`src/design/ndef_pkg.sv`:
```
`timescale 1ns / 1ps
// ---------------------------------------------------------------------------
// ndef_pkg
// Shared types and codes for the ndef record stream parser: the field kind
// codes, the decoded header flags, the queue entry and the result item.
// ---------------------------------------------------------------------------
package ndef_pkg;

    // field kind codes carried on the result channel
    localparam logic [2:0] FIELD_HEADER   = 3'd0;
    localparam logic [2:0] FIELD_TYPE_LEN = 3'd1;
    localparam logic [2:0] FIELD_PAY_LEN  = 3'd2;
    localparam logic [2:0] FIELD_ID_LEN   = 3'd3;
    localparam logic [2:0] FIELD_TYPE     = 3'd4;
    localparam logic [2:0] FIELD_ID       = 3'd5;
    localparam logic [2:0] FIELD_PAYLOAD  = 3'd6;
    localparam logic [2:0] FIELD_IGNORE   = 3'd7;

    // record_index saturates here even for large record tables
    localparam logic [7:0] INDEX_SAT = 8'd7;

    // header byte taken apart: MB, ME, CF, SR, IL, TNF
    typedef struct packed {
        logic       mb;
        logic       me;
        logic       cf;
        logic       sr;
        logic       il;
        logic [2:0] tnf;
    } hdr_t;

    // one classified byte waiting between front and back
    typedef struct packed {
        hdr_t       flags;
        logic [7:0] data;
        logic       last;
    } entry_t;

    typedef struct packed {
        logic [2:0] field_kind;
        logic [2:0] record_index;
        logic [2:0] record_tnf;
        logic       first_record;
        logic       last_record;
        logic       chunked;
        logic       record_done;
        logic       message_done;
        logic       dropped;
        logic       truncated;
    } result_t;

endpackage

```
`src/design/ndef_byte_if.sv`:
```
`timescale 1ns / 1ps
// ---------------------------------------------------------------------------
// ndef_byte_if
// Request channel carrying one raw message byte and the buffer end mark.
// ---------------------------------------------------------------------------
interface ndef_byte_if;
    logic       valid;
    logic       ready;
    logic [7:0] data_byte;
    logic       last_byte;

    modport source (output valid, output data_byte, output last_byte, input ready);
    modport sink (input valid, input data_byte, input last_byte, output ready);
endinterface

```
`src/design/ndef_label_if.sv`:
```
`timescale 1ns / 1ps
// ---------------------------------------------------------------------------
// ndef_label_if
// Result channel carrying the field label and record flags of one byte.
// ---------------------------------------------------------------------------
interface ndef_label_if;
    logic       valid;
    logic       ready;
    logic [2:0] field_kind;
    logic [2:0] record_index;
    logic [2:0] record_tnf;
    logic       first_record;
    logic       last_record;
    logic       chunked;
    logic       record_done;
    logic       message_done;
    logic       dropped;
    logic       truncated;

    modport source (
        output valid, output field_kind, output record_index, output record_tnf,
        output first_record, output last_record, output chunked,
        output record_done, output message_done, output dropped, output truncated,
        input ready
    );
    modport sink (
        input valid, input field_kind, input record_index, input record_tnf,
        input first_record, input last_record, input chunked,
        input record_done, input message_done, input dropped, input truncated,
        output ready
    );
endinterface

```
`src/design/ndef_front.sv`:
```
`timescale 1ns / 1ps
// ---------------------------------------------------------------------------
// ndef_front
// Accepts incoming bytes while the queue has room and decodes the header
// flag bits of each byte ahead of the parser.
// ---------------------------------------------------------------------------
module ndef_front
(
    ndef_byte_if.sink        msg,
    input  logic             full,
    output logic             push,
    output ndef_pkg::entry_t entry
);

    assign msg.ready = !full;
    assign push      = msg.valid && !full;

    always_comb
    begin
        entry.flags.mb  = msg.data_byte[7];
        entry.flags.me  = msg.data_byte[6];
        entry.flags.cf  = msg.data_byte[5];
        entry.flags.sr  = msg.data_byte[4];
        entry.flags.il  = msg.data_byte[3];
        entry.flags.tnf = msg.data_byte[2:0];
        entry.data      = msg.data_byte;
        entry.last      = msg.last_byte;
    end

endmodule

```
`src/design/ndef_queue.sv`:
```
`timescale 1ns / 1ps
// ---------------------------------------------------------------------------
// ndef_queue
// Two-entry queue between front and back; full does not depend on pop, so
// the request side never waits on the result side combinationally.
// ---------------------------------------------------------------------------
module ndef_queue
(
    input  logic             clk,
    input  logic             rst_n,
    input  logic             push,
    input  ndef_pkg::entry_t push_entry,
    output logic             full,
    output logic             head_valid,
    output ndef_pkg::entry_t head_entry,
    input  logic             pop
);

    ndef_pkg::entry_t slot_reg [2];
    logic             wr_ptr_reg;
    logic             wr_ptr_next;
    logic             rd_ptr_reg;
    logic             rd_ptr_next;
    logic [1:0]       count_reg;
    logic [1:0]       count_next;

    assign full       = (count_reg == 2'd2);
    assign head_valid = (count_reg != 2'd0);
    assign head_entry = slot_reg[rd_ptr_reg];

    always_comb
    begin
        wr_ptr_next = push ? !wr_ptr_reg : wr_ptr_reg;
        rd_ptr_next = pop ? !rd_ptr_reg : rd_ptr_reg;
        count_next  = count_reg;
        if (push && !pop)
        begin
            count_next = count_reg + 2'd1;
        end
        else if (pop && !push)
        begin
            count_next = count_reg - 2'd1;
        end
    end

    always_ff @(posedge clk or negedge rst_n)
    begin
        if (!rst_n)
        begin
            wr_ptr_reg <= 1'b0;
            rd_ptr_reg <= 1'b0;
            count_reg  <= 2'd0;
        end
        else
        begin
            wr_ptr_reg <= wr_ptr_next;
            rd_ptr_reg <= rd_ptr_next;
            count_reg  <= count_next;
        end
    end

    always_ff @(posedge clk)
    begin
        if (push)
        begin
            slot_reg[wr_ptr_reg] <= push_entry;
        end
    end

    a_count_bound: assert property (@(posedge clk) disable iff (!rst_n)
        count_reg != 2'd3)
        else $error("queue count out of range");

    a_pop_has_data: assert property (@(posedge clk) disable iff (!rst_n)
        pop |-> head_valid)
        else $error("pop from empty queue");

    a_no_push_full: assert property (@(posedge clk) disable iff (!rst_n)
        push |-> !full)
        else $error("push into full queue");

endmodule

```
`src/design/ndef_back.sv`:
```
`timescale 1ns / 1ps
// ---------------------------------------------------------------------------
// ndef_back
// Record parser: walks header, length and body sections one byte per cycle
// unless a label stalls; counts records per message and holds the result in an output register.
// ---------------------------------------------------------------------------
module ndef_back
#(
    parameter int MAX_RECORDS = 4
)
(
    input  logic             clk,
    input  logic             rst_n,
    input  logic             head_valid,
    input  ndef_pkg::entry_t head_entry,
    output logic             pop,
    ndef_label_if.source     label
);

    localparam int SEEN_W = $clog2(MAX_RECORDS + 1);

    typedef enum logic [7:0] {
        PH_HEADER   = 8'b0000_0001,
        PH_TYPE_LEN = 8'b0000_0010,
        PH_PAY_LEN  = 8'b0000_0100,
        PH_ID_LEN   = 8'b0000_1000,
        PH_TYPE     = 8'b0001_0000,
        PH_ID       = 8'b0010_0000,
        PH_PAYLOAD  = 8'b0100_0000,
        PH_IGNORE   = 8'b1000_0000
    } phase_t;

    typedef struct packed {
        logic        empty;
        phase_t      phase;
        logic [31:0] left;
    } sect_t;

    // first non-empty section from type, id or payload on
    function automatic sect_t enter_sect(input logic from_type, input logic from_id,
                                         input logic [7:0] tl, input logic [7:0] idl,
                                         input logic [31:0] pl);
        sect_t s;
        s.empty = 1'b0;
        s.phase = PH_PAYLOAD;
        s.left  = pl;
        if (from_type && tl != 8'd0)
        begin
            s.phase = PH_TYPE;
            s.left  = 32'(tl);
        end
        else if (from_id && idl != 8'd0)
        begin
            s.phase = PH_ID;
            s.left  = 32'(idl);
        end
        else if (pl == 32'd0)
        begin
            s.empty = 1'b1;
            s.phase = PH_HEADER;
        end
        return s;
    endfunction

    function automatic logic [2:0] phase_kind(input phase_t ph);
        logic [2:0] k;
        case (ph)
            PH_HEADER:   k = ndef_pkg::FIELD_HEADER;
            PH_TYPE_LEN: k = ndef_pkg::FIELD_TYPE_LEN;
            PH_PAY_LEN:  k = ndef_pkg::FIELD_PAY_LEN;
            PH_ID_LEN:   k = ndef_pkg::FIELD_ID_LEN;
            PH_TYPE:     k = ndef_pkg::FIELD_TYPE;
            PH_ID:       k = ndef_pkg::FIELD_ID;
            PH_PAYLOAD:  k = ndef_pkg::FIELD_PAYLOAD;
            default:     k = ndef_pkg::FIELD_IGNORE;
        endcase
        return k;
    endfunction

    phase_t              phase_reg;
    phase_t              phase_next;
    logic [31:0]         bytes_left_reg;
    logic [31:0]         bytes_left_next;
    logic [1:0]          len_cnt_reg;
    logic [1:0]          len_cnt_next;
    logic [7:0]          type_len_reg;
    logic [7:0]          type_len_next;
    logic [7:0]          id_len_reg;
    logic [7:0]          id_len_next;
    logic [31:0]         pay_len_reg;
    logic [31:0]         pay_len_next;
    ndef_pkg::hdr_t      hdr_reg;
    ndef_pkg::hdr_t      hdr_next;
    logic [SEEN_W-1:0]   seen_reg;
    logic [SEEN_W-1:0]   seen_next;
    ndef_pkg::result_t   out_reg;
    ndef_pkg::result_t   out_next;
    logic                out_valid_reg;
    logic                out_valid_next;

    logic                step;
    ndef_pkg::hdr_t      hdr;
    logic [7:0]          seen_ext;
    logic [31:0]         left_dec;
    logic                left_end;
    logic                len_end;
    logic                done;
    logic                msg_done;
    sect_t               sect;

    assign step = head_valid && (!out_valid_reg || label.ready);
    assign pop  = step;

    assign left_dec = (bytes_left_reg != 32'd0) ? bytes_left_reg - 32'd1 : 32'd0;
    assign left_end = (left_dec == 32'd0);
    assign seen_ext = 8'(seen_reg);

    always_comb
    begin
        phase_next      = phase_reg;
        bytes_left_next = bytes_left_reg;
        len_cnt_next    = len_cnt_reg;
        type_len_next   = type_len_reg;
        id_len_next     = id_len_reg;
        pay_len_next    = pay_len_reg;
        hdr_next        = hdr_reg;
        seen_next       = seen_reg;
        done            = 1'b0;
        msg_done        = 1'b0;
        len_end         = 1'b0;
        sect            = '0;
        out_next        = '0;
        hdr             = (phase_reg == PH_HEADER) ? head_entry.flags : hdr_reg;

        if (phase_reg == PH_IGNORE)
        begin
            // rest of buffer after an ME record
            if (head_entry.last)
            begin
                phase_next = PH_HEADER;
            end
            out_next.field_kind = ndef_pkg::FIELD_IGNORE;
        end
        else
        begin
            hdr_next = hdr;
            case (phase_reg)
                PH_HEADER:
                begin
                    type_len_next   = 8'd0;
                    id_len_next     = 8'd0;
                    pay_len_next    = 32'd0;
                    len_cnt_next    = 2'd0;
                    bytes_left_next = 32'd0;
                    phase_next      = PH_TYPE_LEN;
                end
                PH_TYPE_LEN:
                begin
                    type_len_next = head_entry.data;
                    phase_next    = PH_PAY_LEN;
                end
                PH_PAY_LEN:
                begin
                    if (hdr.sr)
                    begin
                        pay_len_next = 32'(head_entry.data);
                        len_end      = 1'b1;
                    end
                    else
                    begin
                        // big-endian, most significant byte first
                        pay_len_next = {pay_len_reg[23:0], head_entry.data};
                        len_end      = (len_cnt_reg == 2'd3);
                        len_cnt_next = len_cnt_reg + 2'd1;
                    end
                    if (len_end)
                    begin
                        if (hdr.il)
                        begin
                            phase_next = PH_ID_LEN;
                        end
                        else
                        begin
                            sect = enter_sect(1'b1, 1'b1, type_len_reg, id_len_reg,
                                              pay_len_next);
                            done = sect.empty;
                        end
                    end
                end
                PH_ID_LEN:
                begin
                    id_len_next = head_entry.data;
                    sect = enter_sect(1'b1, 1'b1, type_len_reg, head_entry.data,
                                      pay_len_reg);
                    done = sect.empty;
                end
                PH_TYPE:
                begin
                    bytes_left_next = left_dec;
                    if (left_end)
                    begin
                        sect = enter_sect(1'b0, 1'b1, type_len_reg, id_len_reg,
                                          pay_len_reg);
                        done = sect.empty;
                    end
                end
                PH_ID:
                begin
                    bytes_left_next = left_dec;
                    if (left_end)
                    begin
                        sect = enter_sect(1'b0, 1'b0, type_len_reg, id_len_reg,
                                          pay_len_reg);
                        done = sect.empty;
                    end
                end
                PH_PAYLOAD:
                begin
                    bytes_left_next = left_dec;
                    done            = left_end;
                end
                default:
                begin
                    phase_next = PH_HEADER;
                end
            endcase

            // a non-empty section was entered
            if ((len_end && !hdr.il) || phase_reg == PH_ID_LEN
                || (left_end && (phase_reg == PH_TYPE || phase_reg == PH_ID)))
            begin
                if (!sect.empty)
                begin
                    phase_next      = sect.phase;
                    bytes_left_next = sect.left;
                end
            end

            if (done)
            begin
                out_next.record_done = 1'b1;
                if (seen_reg >= SEEN_W'(MAX_RECORDS))
                begin
                    out_next.dropped = 1'b1;
                end
                else
                begin
                    seen_next = seen_reg + SEEN_W'(1);
                end
                phase_next = PH_HEADER;
                if (hdr.me)
                begin
                    msg_done = 1'b1;
                    if (!head_entry.last)
                    begin
                        phase_next = PH_IGNORE;
                    end
                end
                else if (head_entry.last)
                begin
                    msg_done = 1'b1;
                end
            end
            else if (head_entry.last)
            begin
                out_next.truncated = 1'b1;
                msg_done           = 1'b1;
                phase_next         = PH_HEADER;
            end
            if (msg_done)
            begin
                seen_next = '0;
            end

            out_next.field_kind   = phase_kind(phase_reg);
            out_next.record_index = (seen_ext > ndef_pkg::INDEX_SAT) ? 3'd7 : seen_ext[2:0];
            out_next.record_tnf   = hdr.tnf;
            out_next.first_record = hdr.mb;
            out_next.last_record  = hdr.me;
            out_next.chunked      = hdr.cf;
            out_next.message_done = msg_done;
        end
    end

    always_comb
    begin
        out_valid_next = out_valid_reg;
        if (step)
        begin
            out_valid_next = 1'b1;
        end
        else if (label.ready)
        begin
            out_valid_next = 1'b0;
        end
    end

    always_ff @(posedge clk or negedge rst_n)
    begin
        if (!rst_n)
        begin
            phase_reg      <= PH_HEADER;
            bytes_left_reg <= 32'd0;
            len_cnt_reg    <= 2'd0;
            type_len_reg   <= 8'd0;
            id_len_reg     <= 8'd0;
            pay_len_reg    <= 32'd0;
            hdr_reg        <= '0;
            seen_reg       <= '0;
            out_valid_reg  <= 1'b0;
        end
        else
        begin
            out_valid_reg <= out_valid_next;
            if (step)
            begin
                phase_reg      <= phase_next;
                bytes_left_reg <= bytes_left_next;
                len_cnt_reg    <= len_cnt_next;
                type_len_reg   <= type_len_next;
                id_len_reg     <= id_len_next;
                pay_len_reg    <= pay_len_next;
                hdr_reg        <= hdr_next;
                seen_reg       <= seen_next;
            end
        end
    end

    always_ff @(posedge clk)
    begin
        if (step)
        begin
            out_reg <= out_next;
        end
    end

    assign label.valid        = out_valid_reg;
    assign label.field_kind   = out_reg.field_kind;
    assign label.record_index = out_reg.record_index;
    assign label.record_tnf   = out_reg.record_tnf;
    assign label.first_record = out_reg.first_record;
    assign label.last_record  = out_reg.last_record;
    assign label.chunked      = out_reg.chunked;
    assign label.record_done  = out_reg.record_done;
    assign label.message_done = out_reg.message_done;
    assign label.dropped      = out_reg.dropped;
    assign label.truncated    = out_reg.truncated;

    a_seen_bound: assert property (@(posedge clk) disable iff (!rst_n)
        seen_reg <= SEEN_W'(MAX_RECORDS))
        else $error("record count beyond table size");

    a_msg_clears_count: assert property (@(posedge clk) disable iff (!rst_n)
        (step && msg_done) |=> seen_reg == '0)
        else $error("record count not cleared at message end");

    a_drop_on_done: assert property (@(posedge clk) disable iff (!rst_n)
        (out_valid_reg && out_reg.dropped) |-> out_reg.record_done)
        else $error("dropped without record completion");

    a_trunc_ends_msg: assert property (@(posedge clk) disable iff (!rst_n)
        (out_valid_reg && out_reg.truncated)
            |-> (out_reg.message_done && !out_reg.record_done))
        else $error("truncation flags inconsistent");

    a_ignore_label: assert property (@(posedge clk) disable iff (!rst_n)
        (step && phase_reg == PH_IGNORE) |=> out_reg.field_kind == ndef_pkg::FIELD_IGNORE)
        else $error("ignored byte labelled as record field");

endmodule

```
`src/design/ndef_record_stream_parser_core.sv`:
```
`timescale 1ns / 1ps
// ---------------------------------------------------------------------------
// ndef_record_stream_parser_core
// Labels every byte of an NDEF message with its record field and reports
// record and message boundaries, dropped records and truncated buffers.
// ---------------------------------------------------------------------------
// a byte's label is registered in a queue slot and then in the output register before it is offered
// throughput: one byte per cycle unless a label stalls, set by the parser step
// a two-entry queue lets the byte side keep flowing while a label is stalled, until the queue is full
// reset clears the queue, the output valid flag and the parser to header phase
// ---------------------------------------------------------------------------
module ndef_record_stream_parser_core
#(
    parameter int MAX_RECORDS = 4
)
(
    input  logic         clk,
    input  logic         rst_n,
    ndef_byte_if.sink    msg,
    ndef_label_if.source label
);

    logic             push;
    logic             full;
    logic             head_valid;
    logic             pop;
    ndef_pkg::entry_t push_entry;
    ndef_pkg::entry_t head_entry;

    ndef_front u_front
    (
        .msg   (msg),
        .full  (full),
        .push  (push),
        .entry (push_entry)
    );

    ndef_queue u_queue
    (
        .clk        (clk),
        .rst_n      (rst_n),
        .push       (push),
        .push_entry (push_entry),
        .full       (full),
        .head_valid (head_valid),
        .head_entry (head_entry),
        .pop        (pop)
    );

    ndef_back
    #(
        .MAX_RECORDS (MAX_RECORDS)
    )
    u_back
    (
        .clk        (clk),
        .rst_n      (rst_n),
        .head_valid (head_valid),
        .head_entry (head_entry),
        .pop        (pop),
        .label      (label)
    );

endmodule

```
`src/flat_wrapper.sv`:
```
// flat-port wrapper written by rule: the top's interface ports become plain ports
module ndef_record_stream_parser_core_flat 
#(
    parameter int MAX_RECORDS = 4
)
  (clk, rst_n, msg_valid, msg_data_byte, msg_last_byte, msg_ready, label_valid, label_field_kind, label_record_index, label_record_tnf, label_first_record, label_last_record, label_chunked, label_record_done, label_message_done, label_dropped, label_truncated, label_ready);
  ndef_byte_if msg_i ();
  ndef_label_if label_i ();
  input  logic clk;
  input  logic rst_n;
  input wire logic [$bits(msg_i.valid)-1:0] msg_valid;
  input wire logic [$bits(msg_i.data_byte)-1:0] msg_data_byte;
  input wire logic [$bits(msg_i.last_byte)-1:0] msg_last_byte;
  output wire logic [$bits(msg_i.ready)-1:0] msg_ready;
  output wire logic [$bits(label_i.valid)-1:0] label_valid;
  output wire logic [$bits(label_i.field_kind)-1:0] label_field_kind;
  output wire logic [$bits(label_i.record_index)-1:0] label_record_index;
  output wire logic [$bits(label_i.record_tnf)-1:0] label_record_tnf;
  output wire logic [$bits(label_i.first_record)-1:0] label_first_record;
  output wire logic [$bits(label_i.last_record)-1:0] label_last_record;
  output wire logic [$bits(label_i.chunked)-1:0] label_chunked;
  output wire logic [$bits(label_i.record_done)-1:0] label_record_done;
  output wire logic [$bits(label_i.message_done)-1:0] label_message_done;
  output wire logic [$bits(label_i.dropped)-1:0] label_dropped;
  output wire logic [$bits(label_i.truncated)-1:0] label_truncated;
  input wire logic [$bits(label_i.ready)-1:0] label_ready;
  assign msg_i.valid = msg_valid;
  assign msg_i.data_byte = msg_data_byte;
  assign msg_i.last_byte = msg_last_byte;
  assign msg_ready = msg_i.ready;
  assign label_valid = label_i.valid;
  assign label_field_kind = label_i.field_kind;
  assign label_record_index = label_i.record_index;
  assign label_record_tnf = label_i.record_tnf;
  assign label_first_record = label_i.first_record;
  assign label_last_record = label_i.last_record;
  assign label_chunked = label_i.chunked;
  assign label_record_done = label_i.record_done;
  assign label_message_done = label_i.message_done;
  assign label_dropped = label_i.dropped;
  assign label_truncated = label_i.truncated;
  assign label_i.ready = label_ready;
  ndef_record_stream_parser_core #(.MAX_RECORDS(MAX_RECORDS)) u_core (.clk(clk), .rst_n(rst_n), .msg(msg_i), .label(label_i));
endmodule
```
`config.mk`:
```
export PLATFORM = sky130hd
export DESIGN_NAME = ndef_record_stream_parser_core_flat
export DESIGN_NICKNAME = d
export VERILOG_FILES = /design/src/design/ndef_pkg.sv /design/src/design/ndef_byte_if.sv /design/src/design/ndef_label_if.sv /design/src/design/ndef_front.sv /design/src/design/ndef_queue.sv /design/src/design/ndef_back.sv /design/src/design/ndef_record_stream_parser_core.sv /design/src/flat_wrapper.sv
export SDC_FILE = /design/constraint.sdc
export NUM_CORES = 1
export LEC_CHECK = 0
export ABC_AREA = 1
export BUFFER_PORTS_ARGS = -buffer_cell sky130_fd_sc_hd__buf_2
export CELL_PAD_IN_SITES_DETAIL_PLACEMENT = 0
export CELL_PAD_IN_SITES_GLOBAL_PLACEMENT = 1
export CORE_MARGIN = 3
export CORE_UTILIZATION = 30
export CTS_BUF_LIST = sky130_fd_sc_hd__clkbuf_2 sky130_fd_sc_hd__clkbuf_4 sky130_fd_sc_hd__clkbuf_8
export DETAILED_ROUTE_END_ITERATION = 6
export PLACE_DENSITY = 0.62
export SETUP_SLACK_MARGIN = 0.4
export SYNTH_ARGS = -nofsm -noshare
export SYNTH_HDL_FRONTEND = slang
export SYNTH_SLANG_ARGS = --single-unit
```
`constraint.sdc`:
```
create_clock -name clk -period 4.5 [get_ports clk]
set_input_delay 0.9 -clock clk [delete_from_list [all_inputs] [get_ports clk]]
set_output_delay 0.9 -clock clk [all_outputs]
set_load 0.01 [all_outputs]
```
==> results.sh, run 1 <==
export IMPL_status="completed"
export IMPL_track_usage_pct=19.0
export IMPL_clk_pin_slew_ps=100
export IMPL_final_area_mm2=0.0107
export IMPL_post_route_util_pct=33.7
export IMPL_syn_to_final_growth_pct=10.0
export IMPL_yosys_area_top_type="dfrtp_1"
export IMPL_cts_htree_levels=4
export IMPL_cts_buffers=17
export IMPL_detail_route_iter0_violations=637
export IMPL_grt_max_degree=49
export IMPL_synth_seq_cells=140
export IMPL_ys_warn_count=0
export IMPL_syn_area_mm2=0.00970
export IMPL_pin_count=31
export IMPL_worstSetupPathType="reg -> reg"
export IMPL_setup_viol=0
export IMPL_hold_viol_final=0
export IMPL_clk_path_buf_depth=2
export IMPL_crit_start="u_core.u_back.phase_reg[5]"
export IMPL_cts_tree="yes"
export IMPL_hold_path_class="in -> async"
export IMPL_wl_per_cell_um=17.7
export IMPL_clock_sinks=140
export IMPL_fin_cells=1838
export IMPL_synth_edf_count=34
export IMPL_required_ps=4860
export IMPL_synthTopCellsByCount="379 x nand2_1, 193 x nor2_1, 166 x inv_1, 105 x dfrtp_1, 88 x o21ai_0"
export IMPL_final_max_slew_viol_count=0
export IMPL_drive_gt1_share_pct=10.7
export IMPL_synth_most_common_cell="nand2_1"
export IMPL_gp_congestion=0.838
export IMPL_crit_fanout=48
export IMPL_max_cap_violations=0
export IMPL_initial_core_util_pct=30.6
export IMPL_core_area_mm2=0.0317
export IMPL_drt_pre_antenna_iters=6
export IMPL_rsz0062_at_grt="no"
export IMPL_placedCellCount=1806
export IMPL_postPlaceCellArea_mm2=0.0103
export IMPL_io_buffers=30
export IMPL_synth_avg_cell_area_um2=6.89
export IMPL_rows=65
export IMPL_synth_distinct_cells=46
export IMPL_tns_ps=0
export IMPL_nets=1442
export IMPL_vias=9354
export IMPL_synth_async_sr_flop_share_pct=75.7
export IMPL_cp_arrival_ps=4100
export IMPL_synth_area_leaders="dfrtp_1 27%, nand2_1 15%, edfxtp_1 11%"
export IMPL_crit_path_end_kind="flop"
export IMPL_grt_ovfl_total=0
export IMPL_clk_latency_ps=470
export IMPL_grt_pass1_vias=8961
export IMPL_postCtsSetupBuffers=0
export IMPL_dieHeight_um=186
export IMPL_die_x_um=186
export IMPL_routed_wl_mm=32.5
export IMPL_synth_seq_area_share_pct=37.9
export IMPL_clock_skew_ps=32.6
export IMPL_routed_via_density=5.09
export IMPL_synth_cells=1408
export IMPL_antenna_found_initial=0
export IMPL_cts_root_buffer="clkbuf_8"
export IMPL_synth_top_cell_area_share_pct=27.1
export IMPL_rr_startpoint="u_core.u_back.phase_reg[5]"
export IMPL_grt_pass1_wl_mm=51.1
export IMPL_period_needed_ps=3740
export IMPL_worst_pin_slew_ps=1190
export IMPL_diodes=0
export IMPL_hpwl_mm=23.9
export IMPL_die_area_mm2=0.0345
export IMPL_max_freq_ghz=0.267
export IMPL_slew_headroom_pct=20.6
export IMPL_synth_net_count=1427
export IMPL_yosys_most_used_dff="dfrtp_1"
export IMPL_drc=0
export IMPL_critical_path_startpoint_type="flop"
export IMPL_fin_crit_sh_pct=83.2
export IMPL_ant_nets=0
repair_timing:
| item | 4_1_cts | 5_1_grt |
|---|---|---|
| endpoints found under the setup margin | 0 | 25 |
| hold buffers | 0 | 0 |
| gates resized for setup | 0 | 1 |
cells in the final DEF (no fill, tap or decap), types with 34 or more instances in the layout:
cell type | netlist | final
dfrtp_1 | 105 | 105
nand4_1 | 68 | 68
nand3_1 | 65 | 65
inv_1 | 166 | 166
o21ai_0 | 88 | 88
o22ai_1 | 53 | 53
edfxtp_1 | 34 | 34
a21oi_1 | 36 | 34
nand2_1 | 379 | 379
nor2_1 | 193 | 191
final timing paths:
check / end / cells after the start / slack, ps
max in group asynchronous: u_core.u_back.type_len_reg[5] / 2 / 3160
min in group clk: u_core.u_queue.count_reg[0] / 1 / 480
hold reg to reg: u_core.u_queue.count_reg[0] / 1 / 480
hold / removal: u_core.u_back.bytes_left_reg[5] / 1 / 390
setup / recovery: u_core.u_back.bytes_left_reg[9] / 17 / 760
setup reg to reg: u_core.u_back.bytes_left_reg[9] / 17 / 760
per-stage QoR:
stage          hold slack, ps  worst slack, ps
3_3_place_gp              463              696
3_5_place_dp              467              701
6_report                  392              756
4_1_cts                   381              617
2_1_floorplan             446              994
5_1_grt                   383              481
routing by layer:
metal | part of all wire, % | routed length (um) | global-route usage (%) | vias up
met5 | 0 | 0 | 0 | -
met4 | 1.5 | 474 | 4.44 | 0
met3 | 4.1 | 1340 | 2.31 | 23
met2 | 45 | 14600 | 29.6 | 226
met1 | 49 | 16100 | 28.2 | 4384
li1 | - | - | - | 4721
final cells by class:
class,instances,area (um^2)
fill,3462,21000
inverter,178,668
timing repair buffer,53,329
clock inverter,15,175
sequential,140,3670
multi-input combinational,1033,5090
clock buffer,17,234
tap,402,503
kinds of logic (layout without fill, tap and decap cells):
logic type / Yosys count / in the layout / share of synthesized area, %
AO/OA/AOI/OAI: 258 / 258 / 16.1
XOR/XNOR: 7 / 7 / 0.632
flip-flops: 140 / 140 / 37.9
AND/OR/NAND/NOR: 762 / 762 / 34.7
adder cells (fa/ha/maj): 6 / 6 / 0.774
buffers and inverters: 235 / 263 / 9.95
critical path, stage by stage, from the launching register on:
cell	delay, ps
dfrtp_1	400
inv_1	140
nand2_1	130
nor2_2	190
nand2_1	440
o21ai_4	430
buf_6	380
o41ai_1	220
and2_1	230
nand2_1	60
nand2_1	50
nand2_1	100
nand2_1	80
inv_2	140
nand2_4	260
nand2_1	140
nand2_1	50
o21ai_0	160
Power of run 1 is left out: the tool's default activity adds up to more than one toggle a clock period on the data nets, which glitch-free logic cannot reach.
==> run 2, diff against run 1 <==
Clock period 4.5 ns to 3.6 ns, I/O delays scaled along.
==> results.sh, run 2 (synthesized netlist as in run 1, its figures left out) <==
export IMPL_setup_viol=0
export IMPL_max_cap_violations=0
export IMPL_cts_root_buffer="clkbuf_8"
export IMPL_detail_route_iter0_violations=744
export IMPL_crit_start="u_core.u_back.bytes_left_reg[0]"
export IMPL_final_max_slew_viol_count=0
export IMPL_io_buffers=30
export IMPL_rsz0062_at_grt="no"
export IMPL_cts_htree_levels=4
export IMPL_grt_pass1_wl_mm=52.8
export IMPL_worst_pin_slew_ps=891
export IMPL_hold_path_class="in -> async"
export IMPL_fin_crit_sh_pct=83.4
export IMPL_syn_to_final_growth_pct=16.7
export IMPL_period_needed_ps=3000
export IMPL_vias=9738
export IMPL_wl_per_cell_um=18.2
export IMPL_rows=65
export IMPL_drt_pre_antenna_iters=5
export IMPL_cp_arrival_ps=3380
export IMPL_routed_wl_mm=34.2
export IMPL_grt_ovfl_total=0
export IMPL_layout_common_cells="373 x nand2_1, 177 x nor2_1, 163 x inv_1"
export IMPL_hold_viol_final=0
export IMPL_routed_via_density=5.18
export IMPL_pin_count=31
export IMPL_clock_skew_ps=14.6
export IMPL_clk_latency_ps=480
export IMPL_core_area_mm2=0.0317
export IMPL_nets=1483
export IMPL_drive_gt1_share_pct=15.8
export IMPL_clk_pin_slew_ps=100
export IMPL_clk_path_buf_depth=2
export IMPL_hold_buffers=0
export IMPL_layout_commonest_cell="nand2_1"
export IMPL_worstSetupPathType="reg -> reg"
export IMPL_slew_headroom_pct=40.2
export IMPL_drc=0
export IMPL_die_area_mm2=0.0345
export IMPL_diodes=0
export IMPL_crit_path_end_kind="flop"
export IMPL_tns_ps=0
export IMPL_initial_core_util_pct=30.6
export IMPL_max_freq_ghz=0.333
export IMPL_cts_buffers=17
export IMPL_required_ps=3980
export IMPL_dieHeight_um=186
export IMPL_clock_sinks=140
export IMPL_crit_fanout=10
export IMPL_critical_path_startpoint_type="flop"
export IMPL_post_route_util_pct=35.7
export IMPL_status="completed"
export IMPL_antenna_found_initial=0
export IMPL_rr_startpoint="u_core.u_back.bytes_left_reg[0]"
export IMPL_grt_pass1_vias=9195
export IMPL_hpwl_mm=24.4
export IMPL_ant_nets=0
export IMPL_grt_max_degree=65
export IMPL_gp_congestion=0.890
export IMPL_cts_tree="yes"
export IMPL_fillers=3416
export IMPL_die_x_um=186
export IMPL_track_usage_pct=19.5
run 2: path summary, 6_finish.rpt:
check | slack (ps) | to | cells after the start
setup / recovery | 600 | u_core.u_back.phase_reg[2] | 20
hold / removal | 220 | u_core.u_back.seen_reg[0] | 1
setup reg to reg | 600 | u_core.u_back.phase_reg[2] | 20
hold reg to reg | 480 | u_core.u_queue.count_reg[0] | 1
max in group asynchronous | 2570 | u_core.u_back.pay_len_reg[26] | 2
min in group clk | 420 | u_core.u_back.label.valid | 2
run 2: repair_timing:
item                                   4_1_cts  5_1_grt
cloned                                       1        4
pin swaps                                    2       12
buffers inserted                             0       15
setup endpoints to repair                   42       45
resized for setup                           12       54
endpoints found under the hold margin        0        0
run 2: critical path, stage by stage, from the launching register on:
cell	delay [ps]
dfrtp_1	400
inv_2	110
ha_4	170
nand2_1	70
nor2_2	150
nand2_2	100
nor2_4	160
buf_4	160
nand2_8	110
nand3_2	130
nand2_1	70
nor2_2	130
nand2_1	120
nor2_4	160
nand3_1	100
nand2_2	150
nand3_4	140
buf_6	170
buf_4	140
nand4_1	90
nand2_1	60
run 2: metrics by stage:
stage | instance area (um^2) | instances | hold slack (ps) | setup WS (ps)
floorplan | 9710 | 1408 | 424 | 772
global placement | 10400 | 1827 | 461 | 218
detailed placement | 10400 | 1827 | 470 | 156
CTS | 10900 | 1860 | 235 | 404
global route | 11300 | 1879 | 248 | 386
finish | 11300 | 1879 | 221 | 598
run 2: layout make-up:
type / count / area [um^2] / area share, %
multi-input combinational: 1038 / 5390 / 47.6
sequential: 140 / 3680 / 32.5
inverter: 178 / 677 / 5.98
timing repair buffer: 89 / 648 / 5.72
tap: 402 / 503 / 4.44
clock buffer: 17 / 234 / 2.07
clock inverter: 15 / 198 / 1.75
run 2: per-layer routing:
metal  global-route usage, %  vias up  part of all wire, %
met4                    5.51        0                  1.8
met2                    29.2      271                   45
met1                    29.2     4596                   49
met3                    2.76       37                  4.2
li1                        -     4834                    -
met5                       0        -                    0
Power of run 2 is left out for the same reason.
